### src/bpet_pkg.sv
// ----------------------------------------------------------------------------
// bpet_pkg
// Shared types and constants for the button press and encoder tracker.
// ----------------------------------------------------------------------------
package bpet_pkg;

    localparam int NUM_BUTTONS_DEF = 5;
    localparam int COUNT_WIDTH_DEF = 16;

    // fixed field widths of the item ports
    localparam int CMD_W      = 2;
    localparam int BYTE_W     = 8;
    localparam int INDEX_W    = 3;
    localparam int LOAD_W     = 16;
    localparam int CODE_W     = 2;
    localparam int ENC_OUT_W  = 16;
    localparam int HELD_W     = 5;
    localparam int HOLD_W     = 8;

    localparam int LEVEL_BIT0 = 3;
    localparam logic [HOLD_W-1:0] HOLD_MAX       = 8'hFF;
    localparam logic [HOLD_W-1:0] LONG_TICKS_RST = 8'd50;

    // APB register map
    localparam int PADDR_W  = 3;
    localparam int PDATA_W  = 32;
    localparam logic REG_LONG_TICKS = 1'b0;

    typedef enum logic [CMD_W-1:0] {
        CMD_TICK  = 2'd0,
        CMD_TAKE  = 2'd1,
        CMD_LOAD  = 2'd2,
        CMD_CLEAR = 2'd3
    } t_cmd;

    typedef enum logic [CODE_W-1:0] {
        PRESS_NONE  = 2'd0,
        PRESS_SHORT = 2'd1,
        PRESS_LONG  = 2'd2
    } t_press;

    // one-hot operation strobes, already qualified by the commit of an item
    typedef struct packed {
        logic tick;
        logic take;
        logic load;
        logic clr;
    } t_op;

endpackage

### src/button_press_and_encoder_tracker_top.sv
// The item is held in the input register after the edge that accepts it, then moves to
// the result register, where the receiver can take it.
// Throughput: one item per cycle. The input stalls only when both registers hold
// an item and the output is stalled.
// Reset: synchronous, active low; clears levels, hold counts, press codes,
// encoder count and pipeline valids; long_press_ticks returns to 50.
// ----------------------------------------------------------------------------
// button_press_and_encoder_tracker_top
// Button long/short press tracker and quadrature encoder counter, APB config.
// ----------------------------------------------------------------------------
module button_press_and_encoder_tracker_top
    import bpet_pkg::*;
#(
    parameter int NUM_BUTTONS = NUM_BUTTONS_DEF,
    parameter int COUNT_WIDTH = COUNT_WIDTH_DEF
) (
    input  logic                      i_clk,
    input  logic                      i_rst_n,
    // input channel
    input  logic                      i_in_valid,
    output logic                      o_in_stall,
    input  logic [CMD_W-1:0]          i_command,
    input  logic [BYTE_W-1:0]         i_expander_byte,
    input  logic                      i_enc_data_pin,
    input  logic                      i_enc_clock_pin,
    input  logic [INDEX_W-1:0]        i_button_index,
    input  logic signed [LOAD_W-1:0]  i_encoder_load_value,
    // output channel
    output logic                      o_out_valid,
    input  logic                      i_out_stall,
    output logic [CODE_W-1:0]         o_press_code,
    output logic signed [ENC_OUT_W-1:0] o_encoder_count,
    output logic [HELD_W-1:0]         o_held_mask,
    // configuration
    input  logic                      psel,
    input  logic                      penable,
    input  logic                      pwrite,
    input  logic [PADDR_W-1:0]        paddr,
    input  logic [PDATA_W-1:0]        pwdata,
    output logic [PDATA_W-1:0]        prdata,
    output logic                      pready
);

    logic                     r_in_valid;
    t_cmd                     r_cmd;
    logic [BYTE_W-1:0]        r_byte;
    logic                     r_data_pin;
    logic                     r_clock_pin;
    logic [INDEX_W-1:0]       r_index;
    logic signed [LOAD_W-1:0] r_load;

    logic                     r_out_valid;
    logic [CODE_W-1:0]        r_code;
    logic [ENC_OUT_W-1:0]     r_count;
    logic [HELD_W-1:0]        r_held;

    logic [HOLD_W-1:0]        r_long_ticks;

    logic                     adv;
    logic                     accept;
    logic                     commit;
    t_op                      op;
    logic [CODE_W-1:0]        code;
    logic [ENC_OUT_W-1:0]     count_next;
    logic [HELD_W-1:0]        held_next;

    assign adv        = !r_out_valid || !i_out_stall;
    assign o_in_stall = r_in_valid && !adv;
    assign accept     = i_in_valid && !o_in_stall;
    assign commit     = r_in_valid && adv;

    assign op.tick = commit && (r_cmd == CMD_TICK);
    assign op.take = commit && (r_cmd == CMD_TAKE);
    assign op.load = commit && (r_cmd == CMD_LOAD);
    assign op.clr  = commit && (r_cmd == CMD_CLEAR);

    // input register
    always_ff @(posedge i_clk) begin
        if (!i_rst_n) begin
            r_in_valid <= 1'b0;
        end else begin
            r_in_valid <= accept || (r_in_valid && !adv);
        end
    end

    always_ff @(posedge i_clk) begin
        if (accept) begin
            r_cmd       <= t_cmd'(i_command);
            r_byte      <= i_expander_byte;
            r_data_pin  <= i_enc_data_pin;
            r_clock_pin <= i_enc_clock_pin;
            r_index     <= i_button_index;
            r_load      <= i_encoder_load_value;
        end
    end

    bpet_btn #(
        .NUM_BUTTONS (NUM_BUTTONS)
    ) u_btn (
        .i_clk        (i_clk),
        .i_rst_n      (i_rst_n),
        .i_op         (op),
        .i_byte       (r_byte),
        .i_index      (r_index),
        .i_long_ticks (r_long_ticks),
        .o_code       (code),
        .o_held_next  (held_next)
    );

    bpet_enc #(
        .COUNT_WIDTH (COUNT_WIDTH)
    ) u_enc (
        .i_clk        (i_clk),
        .i_rst_n      (i_rst_n),
        .i_op         (op),
        .i_data_pin   (r_data_pin),
        .i_clock_pin  (r_clock_pin),
        .i_load       (r_load),
        .o_count_next (count_next)
    );

    // result register
    always_ff @(posedge i_clk) begin
        if (!i_rst_n) begin
            r_out_valid <= 1'b0;
        end else begin
            r_out_valid <= commit || (r_out_valid && i_out_stall);
        end
    end

    always_ff @(posedge i_clk) begin
        if (commit) begin
            r_code  <= code;
            r_count <= count_next;
            r_held  <= held_next;
        end
    end

    assign o_out_valid     = r_out_valid;
    assign o_press_code    = r_code;
    assign o_encoder_count = r_count;
    assign o_held_mask     = r_held;

    // configuration port
    always_ff @(posedge i_clk) begin
        if (!i_rst_n) begin
            r_long_ticks <= LONG_TICKS_RST;
        end else if (psel && penable && pwrite && pready
                     && paddr[PADDR_W-1] == REG_LONG_TICKS) begin
            r_long_ticks <= pwdata[HOLD_W-1:0];
        end
    end

    assign pready = 1'b1;
    assign prdata = (paddr[PADDR_W-1] == REG_LONG_TICKS) ? PDATA_W'(r_long_ticks) : '0;

    // checks
    a_code_legal: assert property (@(posedge i_clk) disable iff (!i_rst_n)
        o_out_valid |-> (o_press_code == PRESS_NONE || o_press_code == PRESS_SHORT
                         || o_press_code == PRESS_LONG))
        else $error("illegal press code on output");

    a_stall_only_full: assert property (@(posedge i_clk) disable iff (!i_rst_n)
        o_in_stall |-> (r_in_valid && r_out_valid))
        else $error("input stalled with free pipeline");

    a_held_result: assert property (@(posedge i_clk) disable iff (!i_rst_n)
        (o_out_valid && i_out_stall) |=> o_out_valid)
        else $error("held result dropped");

    a_code_only_take: assert property (@(posedge i_clk) disable iff (!i_rst_n)
        (commit && r_cmd != CMD_TAKE) |=> (o_press_code == PRESS_NONE))
        else $error("press code on non-take item");

endmodule

### src/bpet_btn.sv
// ----------------------------------------------------------------------------
// bpet_btn
// Button bank: levels, hold counters and pending press codes per button.
// ----------------------------------------------------------------------------
module bpet_btn
    import bpet_pkg::*;
#(
    parameter int NUM_BUTTONS = NUM_BUTTONS_DEF
) (
    input  logic                i_clk,
    input  logic                i_rst_n,
    input  t_op                 i_op,
    input  logic [BYTE_W-1:0]   i_byte,
    input  logic [INDEX_W-1:0]  i_index,
    input  logic [HOLD_W-1:0]   i_long_ticks,
    output logic [CODE_W-1:0]   o_code,
    output logic [HELD_W-1:0]   o_held_next
);

    logic [NUM_BUTTONS-1:0] r_level;
    logic [NUM_BUTTONS-1:0] n_level;
    logic [NUM_BUTTONS-1:0] lvl_in;
    logic [HOLD_W-1:0]      r_hold [NUM_BUTTONS];
    logic [HOLD_W-1:0]      n_hold [NUM_BUTTONS];
    logic [CODE_W-1:0]      r_pend [NUM_BUTTONS];
    logic [CODE_W-1:0]      n_pend [NUM_BUTTONS];

    // button levels sit at byte bits 3 and up; positions past bit 7 read as up
    for (genvar g = 0; g < NUM_BUTTONS; g++) begin : g_lvl
        if (LEVEL_BIT0 + g < BYTE_W) begin : g_bit
            assign lvl_in[g] = i_byte[LEVEL_BIT0+g];
        end else begin : g_none
            assign lvl_in[g] = 1'b0;
        end
    end

    always_comb begin
        logic [HOLD_W-1:0] hold_tmp;
        n_level = r_level;
        o_code  = PRESS_NONE;
        for (int i = 0; i < NUM_BUTTONS; i++) begin
            n_hold[i] = r_hold[i];
            n_pend[i] = r_pend[i];
            hold_tmp  = r_hold[i];
            if (i_op.tick) begin
                if (!lvl_in[i] && r_level[i]) begin
                    if (r_hold[i] > i_long_ticks) begin
                        n_pend[i] = PRESS_LONG;
                    end else if (r_pend[i] == PRESS_NONE) begin
                        n_pend[i] = PRESS_SHORT;
                    end
                    hold_tmp = '0;
                end
                if (lvl_in[i] && hold_tmp != HOLD_MAX) begin
                    hold_tmp = hold_tmp + 1'b1;
                end
                n_hold[i] = hold_tmp;
            end else if (i_op.take) begin
                if (i_index == INDEX_W'(i)) begin
                    o_code    = r_pend[i];
                    n_pend[i] = PRESS_NONE;
                end
            end else if (i_op.clr) begin
                n_hold[i] = '0;
                n_pend[i] = PRESS_NONE;
            end
        end
        if (i_op.tick) begin
            n_level = lvl_in;
        end else if (i_op.clr) begin
            n_level = '0;
        end
    end

    assign o_held_next = HELD_W'(n_level);

    always_ff @(posedge i_clk) begin
        if (!i_rst_n) begin
            r_level <= '0;
            for (int i = 0; i < NUM_BUTTONS; i++) begin
                r_hold[i] <= '0;
                r_pend[i] <= PRESS_NONE;
            end
        end else begin
            r_level <= n_level;
            for (int i = 0; i < NUM_BUTTONS; i++) begin
                r_hold[i] <= n_hold[i];
                r_pend[i] <= n_pend[i];
            end
        end
    end

endmodule

### src/bpet_enc.sv
// ----------------------------------------------------------------------------
// bpet_enc
// Quadrature encoder counter with load.
// ----------------------------------------------------------------------------
module bpet_enc
    import bpet_pkg::*;
#(
    parameter int COUNT_WIDTH = COUNT_WIDTH_DEF
) (
    input  logic                     i_clk,
    input  logic                     i_rst_n,
    input  t_op                      i_op,
    input  logic                     i_data_pin,
    input  logic                     i_clock_pin,
    input  logic signed [LOAD_W-1:0] i_load,
    output logic [ENC_OUT_W-1:0]     o_count_next
);

    logic [COUNT_WIDTH-1:0] r_count;
    logic [COUNT_WIDTH-1:0] n_count;
    logic                   r_clk_prev;
    logic                   n_clk_prev;

    always_comb begin
        n_count    = r_count;
        n_clk_prev = r_clk_prev;
        if (i_op.tick) begin
            n_clk_prev = i_clock_pin;
            if (i_clock_pin != r_clk_prev) begin
                // clock equal to data steps down
                if (i_clock_pin == i_data_pin) begin
                    n_count = r_count - 1'b1;
                end else begin
                    n_count = r_count + 1'b1;
                end
            end
        end else if (i_op.load) begin
            n_count = COUNT_WIDTH'(i_load);
        end
    end

    assign o_count_next = ENC_OUT_W'(n_count);

    always_ff @(posedge i_clk) begin
        if (!i_rst_n) begin
            r_count    <= '0;
            r_clk_prev <= 1'b0;
        end else begin
            r_count    <= n_count;
            r_clk_prev <= n_clk_prev;
        end
    end

endmodule

### config.mk
export PLATFORM = sky130hd
export DESIGN_NAME = button_press_and_encoder_tracker_top
export DESIGN_NICKNAME = d
export VERILOG_FILES = /design/src/bpet_pkg.sv /design/src/button_press_and_encoder_tracker_top.sv /design/src/bpet_btn.sv /design/src/bpet_enc.sv
export SDC_FILE = /design/constraint.sdc
export NUM_CORES = 1
export LEC_CHECK = 0
export BUFFER_PORTS_ARGS = -buffer_cell sky130_fd_sc_hd__buf_2
export CAP_MARGIN = 20
export CORE_UTILIZATION = 55
export DETAILED_ROUTE_END_ITERATION = 8
export HOLD_SLACK_MARGIN = 0.03
export MAX_ROUTING_LAYER = met4
export PLACE_DENSITY = 0.77
export REMOVE_ABC_BUFFERS = 1
export SLEW_MARGIN = 5
export SYNTH_ARGS = -nofsm -noshare
export SYNTH_HDL_FRONTEND = slang
export SYNTH_HIERARCHICAL = 1
export SYNTH_SLANG_ARGS = --single-unit
### constraint.sdc
create_clock -name i_clk -period 8.2 [get_ports i_clk]
set_input_delay 0.82 -clock i_clk [delete_from_list [all_inputs] [get_ports i_clk]]
set_output_delay 0.82 -clock i_clk [all_outputs]
set_load 0.1 [all_outputs]
# Word-level counts from Yosys, hierarchy flattened
# Memory sizes are Yosys's and may differ from the RTL's.
# Index checks and enable logic that the tools add are counted.
# word_totals
reg_bits	86
latch_bits	0
ramBits	50
romBits	0
input_bits	73
n_memories	2
# mem_list
name	words	width	rd	rd_ports_with_merged_regs	wr	line_no	rtl
u_btn.r_hold	5	8	5	0	5	bpet_btn.sv:23	logic [HOLD_W-1:0] r_hold [NUM_BUTTONS];
u_btn.r_pend	5	2	5	0	5	bpet_btn.sv:25	logic [CODE_W-1:0] r_pend [NUM_BUTTONS];
# classes
n_addsub	7
n_mul	0
div_mod_pow	0
order_cmp	5
n_eq_ne	14
shift	0
mux	99
bitwise	11
n_reduce_logical	40
# op_table
operator	n
$mux W8	36
$mux W2	55
$mux W16	4
$add A8 B1 Y8 const B	5
$gt A8 B8 Y1	5
$ne A8 B8 Y1 const B	5
$logic_and A1 B1 Y1	21
$add A16 B1 Y16 const B	1
$sub A16 B1 Y16 const B	1
$logic_not A2 Y1	6
$mux W5	2
$or A1 B1 Y1	10
$logic_not A1 Y1	9
$eq A3 B2 Y1 const B	2
$eq A2 B2 Y1 const B	2
$eq A3 B1 Y1 const B	1
$eq A3 B3 Y1 const B	1
$logic_not A3 Y1	1
$logic_or A1 B1 Y1	3
$eq A2 B1 Y1 const B	1
$mux W1	2
$eq A1 B1 Y1	1
$ne A1 B1 Y1	1
$not A1 Y1	1

# Depth between registers and ports, before layout
# Gate-level depths: netlist of run 1.
# logic_depth
word_depth	18
ltp_mapped	12
mapped_depth_nobuf	9

# Cells and area by module
# Netlist of run 1, hierarchy kept.
# modules_own_cells
mod	instances	cells_per_inst	area_each_um2	seq_area_each_um2
bpet_btn	1	515	3990.1	1101.1
button_press_and_encoder_tracker_top	1	138	2344.7	1821.7
bpet_enc	1	226	1631.6	340.3

# Worst setup path after synthesis of run 1
# No wires, ideal clock.
# synth_path
path_kind	register to register
from	reg r_out_valid, in the netlist o_out_valid
to	reg r_byte[0], enable pin
setup_time_ns	0.422
t_arrival_ns	2.913
required_time_ns	7.778
slack_ns	4.865
stages_incl_launch_ff	3
synth_period_minus_slack_ns	3.335
path_cell_list	dfxtp_1 and3_1 nor2b_1
# synth_via
elab_chain_len	6
# synth_rtl
element	line_no	rtl
start: declaration	button_press_and_encoder_tracker_top.sv:52	logic r_out_valid;
start signal: assignment	button_press_and_encoder_tracker_top.sv:127	r_out_valid <= commit || (r_out_valid && i_out_stall);
$logic_not A1 Y1	button_press_and_encoder_tracker_top.sv:67	assign adv = !r_out_valid || !i_out_stall;
$logic_or A1 B1 Y1	button_press_and_encoder_tracker_top.sv:67	
$logic_not A1 Y1	button_press_and_encoder_tracker_top.sv:68	assign o_in_stall = r_in_valid && !adv;
$logic_and A1 B1 Y1	button_press_and_encoder_tracker_top.sv:68	
named net o_in_stall	button_press_and_encoder_tracker_top.sv:21	output logic o_in_stall,
$logic_not A1 Y1	button_press_and_encoder_tracker_top.sv:69	assign accept = i_in_valid && !o_in_stall;
$logic_and A1 B1 Y1	button_press_and_encoder_tracker_top.sv:69	
named net accept	button_press_and_encoder_tracker_top.sv:60	logic accept;
end signal: assignment	button_press_and_encoder_tracker_top.sv:89	r_byte <= i_expander_byte;
end: declaration	button_press_and_encoder_tracker_top.sv:46	logic [BYTE_W-1:0] r_byte;
# The timed path passes the listed nets, and every way through them passes these cells.
# A chain may end at the register's enable or synchronous reset.

==> results of run 1 <==
[path summary, 6_finish.rpt]
check	end	slack (ns)	cells after the start
setup / recovery	u_btn/r_hold[0][35]$_SDFFE_PN0P_	4.91	9
hold / removal	u_btn/r_pend[0][9]$_SDFFE_PN0P_	0.47	2
setup reg to reg	u_btn/r_hold[0][35]$_SDFFE_PN0P_	5.05	8
hold reg to reg	u_btn/r_pend[0][9]$_SDFFE_PN0P_	0.47	2
[per-stage QoR]
step | cells | area (um^2) | hold WS (ns) | power, uW | setup slack, ns
3_5_place_dp | 1092 | 8230 | 0.465 | 986 | 4.39
2_1_floorplan | 830 | 7560 | 0.440 | 932 | 1.91
6_report | 1126 | 8820 | 0.475 | 1710 | 4.91
3_3_place_gp | 1092 | 8230 | 0.462 | 984 | 4.42
5_1_grt | 1126 | 8820 | 0.482 | 1770 | 4.72
4_1_cts | 1124 | 8810 | 0.475 | 1720 | 4.83
[tightest hold or removal path, cell delays in order, from the launching register on]
cell and delay [ns]:
sky130_fd_sc_hd__dfxtp_1 0.32, sky130_fd_sc_hd__inv_1 0.05, sky130_fd_sc_hd__a21oi_1 0.05
[power by group]
group	switching, uW	total [uW]	internal [uW]
sequential	20.5	730	710
combinational	186	248	61.9
clock	287	733	446
total	493	1710	1220
[layout make-up]
class | count | area [um^2]
clock buffer | 22 | 517
clock inverter | 10 | 66.3
fill | 1195 | 5110
inverter | 27 | 101
multi-input combinational | 670 | 4300
sequential | 133 | 3170
tap | 180 | 225
timing repair buffer | 84 | 440
[sequential cells by signal (all words and copies together), names as in the netlist]
register	count
o_encoder_count	16
o_held_mask	5
o_out_valid	1
o_press_code	2
r_byte	5
r_clock_pin	1
r_cmd	2
r_data_pin	1
r_in_valid	1
r_index	3
r_load	16
r_long_ticks	8
u_btn/r_hold	40
u_btn/r_level	5
u_btn/r_pend	10
u_enc/r_clk_prev	1
u_enc/r_count	16
[layer usage]
layer / share of wire, % / up-vias / track usage (%) / routed length, um
met2: 45 / 315 / 41.7 / 8660
met3: 8.6 / 19 / 5.48 / 1660
met5: 0 / - / - / 0
met4: 1.2 / 0 / 7.56 / 227
met1: 45 / 3195 / 37.7 / 8620
li1: - / 3297 / - / -
==> results.json, run 1 <==
{
  "tightestPinTransition_ns": 0.955,
  "crit_start": "i_out_stall",
  "synth.cell_area_um2": 7880,
  "final_net_count": 1052,
  "crit_path_leading_delay_family": "buffers and inverters",
  "routed_vias_inst": 6.06,
  "kind_of_start_point_of_the_critical_path": "input port",
  "grt_usage_pct": 27.6,
  "initial_util_pct": 56.5,
  "drc": 0,
  "worstHoldPathType": "flop to flop",
  "finalSetupViolCount": 0,
  "tritoncts": "yes",
  "cp_data_arrival_time_ns": 3.62,
  "worstPathCellList": "buf_2 -> a21bo_2 -> nor3_2 -> buf_4 -> and2_1 -> buf_4 -> nand2_1 -> a31o_2 -> o31ai_1",
  "cp-end-kind": "flop",
  "postCtsSetupRepairBufs": 0,
  "rows": 43,
  "cellLeakagePower_uw": 0.00348,
  "drt_pass1_iterations": 5,
  "timing.max_cap.violations": 0,
  "post-route-util_pct": 63.3,
  "timing.critical_path.fanout_max": 60,
  "detailroute.via_count": 6826,
  "dpl.hpwl_um": 12800,
  "max_stage_delay_ns": 0.62,
  "syn_area_per_cell_um2": 8.99,
  "largest_net_degree_at_the_start_of_global_routing": 61,
  "ctsLongestPathBuffers": 2,
  "setup_tns_ns": 0,
  "first_global_vias": 5895,
  "grt.overflow.total": 0,
  "grt_antenna_before_repair": 0,
  "worst-endpoint-required_ns": 8.53,
  "synthesis.yosys.warnings": 6,
  "place.port_buffers": 76,
  "maxSlewViolCount": 0,
  "most_frequent_cells_in_the_layout": "sky130_fd_sc_hd__dfxtp_1 (82), sky130_fd_sc_hd__nand2_1 (81), sky130_fd_sc_hd__buf_2 (76), sky130_fd_sc_hd__a21oi_1 (57), sky130_fd_sc_hd__o21ai_0 (55)",
  "core_area_um2": 13900,
  "vdd_ir_drop_max_mv": 0.166,
  "insertion_delay_ns": 0.42,
  "detail_route.iter0.violations": 733,
  "post-route-period-util_pct": 40.1,
  "routed_wl_um": 19200,
  "timing.fmax_ghz": 0.304,
  "antennaDiodeCount": 0,
  "cts_made_buffers": 17,
  "cell_type_of_the_slowest_stage_on_the_worst_timing_path": "sky130_fd_sc_hd__buf_4",
  "finalHoldViolations": 0,
  "worstPathBufferInverterCount": 3,
  "run_status": "finished, final reports clean",
  "path_common_cell": "sky130_fd_sc_hd__buf_4",
  "die_width_um": 122,
  "worst_r2r_startpoint": "r_in_valid$_SDFF_PN0_",
  "synth_cells": 876,
  "mostFrequentLayoutCell": "sky130_fd_sc_hd__dfxtp_1",
  "htreeDepth": 4,
  "layout-drive-gt1-share_pct": 15.4,
  "slew_headroom_pct": 35.9,
  "clock_skew_ns": 0.00708,
  "floorplan.die_area_um2": 14800,
  "antenna_violating_nets_post_route": 0,
  "grt_setup_unrepaired": "no",
  "hold_path.startpoint": "u_btn/r_pend[0][9]$_SDFFE_PN0P_",
  "gp_congestion": 0.935,
  "cts_resized": 0,
  "clock-root-buffer": "sky130_fd_sc_hd__clkbuf_16",
  "grt_first_pass_wirelength_um": 30400,
  "design.portCount": 131,
  "p_per_area_nw_per_um2": 194,
  "synthToLayoutAreaGrowth_pct": 12.0,
  "clock_sinks": 133,
  "clkSlewWorstSetupHoldPaths_ns": 0.06,
  "wl_per_cell_um": 17.0,
  "cts_hold_repair_buffers": 0,
  "fp.dieH_um": 122,
  "worstSetupPathType": "input port to flop",
  "timing.final.crit_period_ns": 3.29
}
No activity file was read; power rests on OpenSTA's default activity.
==> run 2, diff against run 1 <==
clock period = 3.4 ns   (was 8.2 ns; I/O delays follow)
==> run 2 against run 1 <==
- clock power rose by 120%
- clock skew rose by 0.0015 ns
- final cell count rose by 0.80%
- sequential share of layout area barely moved
- total power rose by 130%
- critical path depth did not move
- worst setup slack got worse by 4.2 ns
- critical endpoint is now u_enc/r_count[10]$_SDFF_PN0_
- largest cell class unchanged
==> results.json, run 2 (synthesized netlist as in run 1, its figures left out) <==
{
  "clock_skew_ns": 0.00855,
  "tightestPinTransition_ns": 0.908,
  "core_area_um2": 13900,
  "ctsLongestPathBuffers": 2,
  "cell_type_of_the_slowest_stage_on_the_worst_timing_path": "sky130_fd_sc_hd__edfxtp_1",
  "slew_headroom_pct": 39.3,
  "fill_cells": 1205,
  "cp_data_arrival_time_ns": 3.06,
  "fp.dieH_um": 122,
  "design.portCount": 131,
  "run_status": "finished, final reports clean",
  "wl_per_cell_um": 16.9,
  "drt_pass1_iterations": 5,
  "tritoncts": "yes",
  "path_common_cell": "sky130_fd_sc_hd__o21ai_0",
  "worst_r2r_startpoint": "r_clock_pin$_DFFE_PP_",
  "highest-signal-layer": "met4",
  "antennaDiodeCount": 0,
  "worst-r2r-setup-slack_ns": 0.70,
  "holdWs_ns": 0.0890,
  "cellLeakagePower_uw": 0.00348,
  "timing.critical_path.fanout_max": 9,
  "post_dp_cell_area_um2": 8310,
  "largest_net_degree_at_the_start_of_global_routing": 38,
  "insertion_delay_ns": 0.42,
  "largest_register_ffs": 40,
  "worst_hold_path.endpoint": "r_index[0]$_DFFE_PP_",
  "finalHoldViolations": 0,
  "timing.max_cap.violations": 0,
  "rows": 43,
  "registers.top_by_ff_count": "u_btn/r_hold",
  "worstRegToRegCells": 9,
  "finish.instance_area_um2": 8820,
  "drc": 0,
  "gp_congestion": 0.947,
  "post-route-util_pct": 63.3,
  "grt_usage_pct": 27.9,
  "finalWorstSetupSlack_ns": 0.702,
  "cts_hold_repair_buffers": 0,
  "register_area_um2": 3170,
  "initial_util_pct": 56.5,
  "htreeDepth": 4,
  "totalPowerFinal_uw": 3970,
  "floorplan.die_area_um2": 14800,
  "maxSlewViolCount": 0,
  "place_worst_setup_slack_ns": 0.774,
  "post-route-period-util_pct": 79.4,
  "clock_sinks": 133,
  "layout-drive-gt1-share_pct": 15.4,
  "max_stage_delay_ns": 0.49,
  "postCtsSetupRepairBufs": 0,
  "timing.fmax_ghz": 0.371,
  "routed_vias_inst": 5.99,
  "m1WireLength_um": 8650,
  "cts_resized": 0,
  "timing.final.crit_period_ns": 2.70,
  "clock-root-buffer": "sky130_fd_sc_hd__clkbuf_16",
  "hold_path.startpoint": "i_button_index[0]",
  "most_frequent_cells_in_the_layout": "sky130_fd_sc_hd__dfxtp_1 (82), sky130_fd_sc_hd__nand2_1 (81), sky130_fd_sc_hd__buf_2 (76), sky130_fd_sc_hd__a21oi_1 (57), sky130_fd_sc_hd__o21ai_0 (55)",
  "dpl.hpwl_um": 13000,
  "final_net_count": 1061,
  "cts_made_buffers": 17,
  "die_width_um": 122,
  "vdd_ir_drop_max_mv": 0.378,
  "grt_setup_unrepaired": "no",
  "multi_input_comb_area_um2": 4300,
  "cp-end-kind": "flop",
  "routed_wl_um": 19100,
  "kind_of_start_point_of_the_critical_path": "flop",
  "grt.overflow.total": 0,
  "worst-endpoint-required_ns": 3.77,
  "routed-wl-met3_um": 1540,
  "grt_first_pass_wirelength_um": 30500,
  "p_per_area_nw_per_um2": 450,
  "clkSlewWorstSetupHoldPaths_ns": 0.06,
  "routed-wl-met2_um": 8470,
  "detailroute.via_count": 6803,
  "worstHoldPathType": "input port to flop",
  "antenna_violating_nets_post_route": 0,
  "place.port_buffers": 76,
  "worstPathCellList": "xor2_1 -> xnor2_1 -> ha_1 -> and4_1 -> o21ai_0 -> o21ai_0 -> or3b_2 -> a22oi_1 -> and2_1",
  "synthToLayoutAreaGrowth_pct": 12.0,
  "grt_antenna_before_repair": 0,
  "worstSetupPathType": "flop to flop",
  "detail_route.iter0.violations": 577,
  "finalSetupViolCount": 0,
  "first_global_vias": 5992,
  "worstReg2RegEnd": "u_enc/r_count[10]$_SDFF_PN0_",
  "hold_path_depth": 1,
  "mostFrequentLayoutCell": "sky130_fd_sc_hd__dfxtp_1"
}
==> run 2: metal layers <==
| layer | vias up | track usage [%] |
|---|---|---|
| met5 | - | - |
| met4 | 0 | 11.8 |
| met3 | 32 | 5.99 |
| met2 | 291 | 40.8 |
| met1 | 3161 | 37.2 |
| li1 | 3319 | - |
==> run 2: final cells by class <==
cell class,count,share of cell area [%]
multi-input cells,670,48.8
flip-flops and latches,133,36.0
repair buffers,93,5.76
clock buffers,27,5.47
well taps,180,2.55
inverters,27,1.15
clock inverters,5,0.340
==> run 2: critical path: cells and delay by family (launching register included) <==
kind                     cells  cell delay [ns]
flip-flops                   1             0.49
adder cells (fa/ha/maj)      1             0.29
XOR/XNOR                     2             0.42
AND/OR/NAND/NOR              3             0.90
AO/OA/AOI/OAI                3             0.54
==> run 2: power by group <==
part | switching, uW | leakage (uW) | internal, uW
logic | 448 | 0.00207 | 156
clock network | 642 | 0.000245 | 965
registers | 50.4 | 0.00116 | 1710
total | 1140 | 0.00348 | 2830
==> run 2: how the worst max path moves through the flow <==
stage	start	cells past startpoint	slack, ns	end
after global routing	r_clock_pin$_DFFE_PP_	9	0.55	u_enc/r_count[10]$_SDFF_PN0_
after CTS	r_clock_pin$_DFFE_PP_	9	0.72	u_enc/r_count[10]$_SDFF_PN0_
final	r_clock_pin$_DFFE_PP_	9	0.70	u_enc/r_count[10]$_SDFF_PN0_
after global placement	r_clock_pin$_DFFE_PP_	9	0.84	u_enc/r_count[10]$_SDFF_PN0_
after floorplan	o_out_valid$_SDFF_PN0_	7	-2.89	u_btn/r_hold[0][35]$_SDFFE_PN0P_
after detailed placement	r_clock_pin$_DFFE_PP_	9	0.77	u_enc/r_count[10]$_SDFF_PN0_
==> run 2: stage by stage <==
stage,cells,TNS (ns)
after floorplan,830,-207.45
after global placement,1103,0
after detailed placement,1103,0
after CTS,1135,0
after global routing,1135,0
final,1135,0
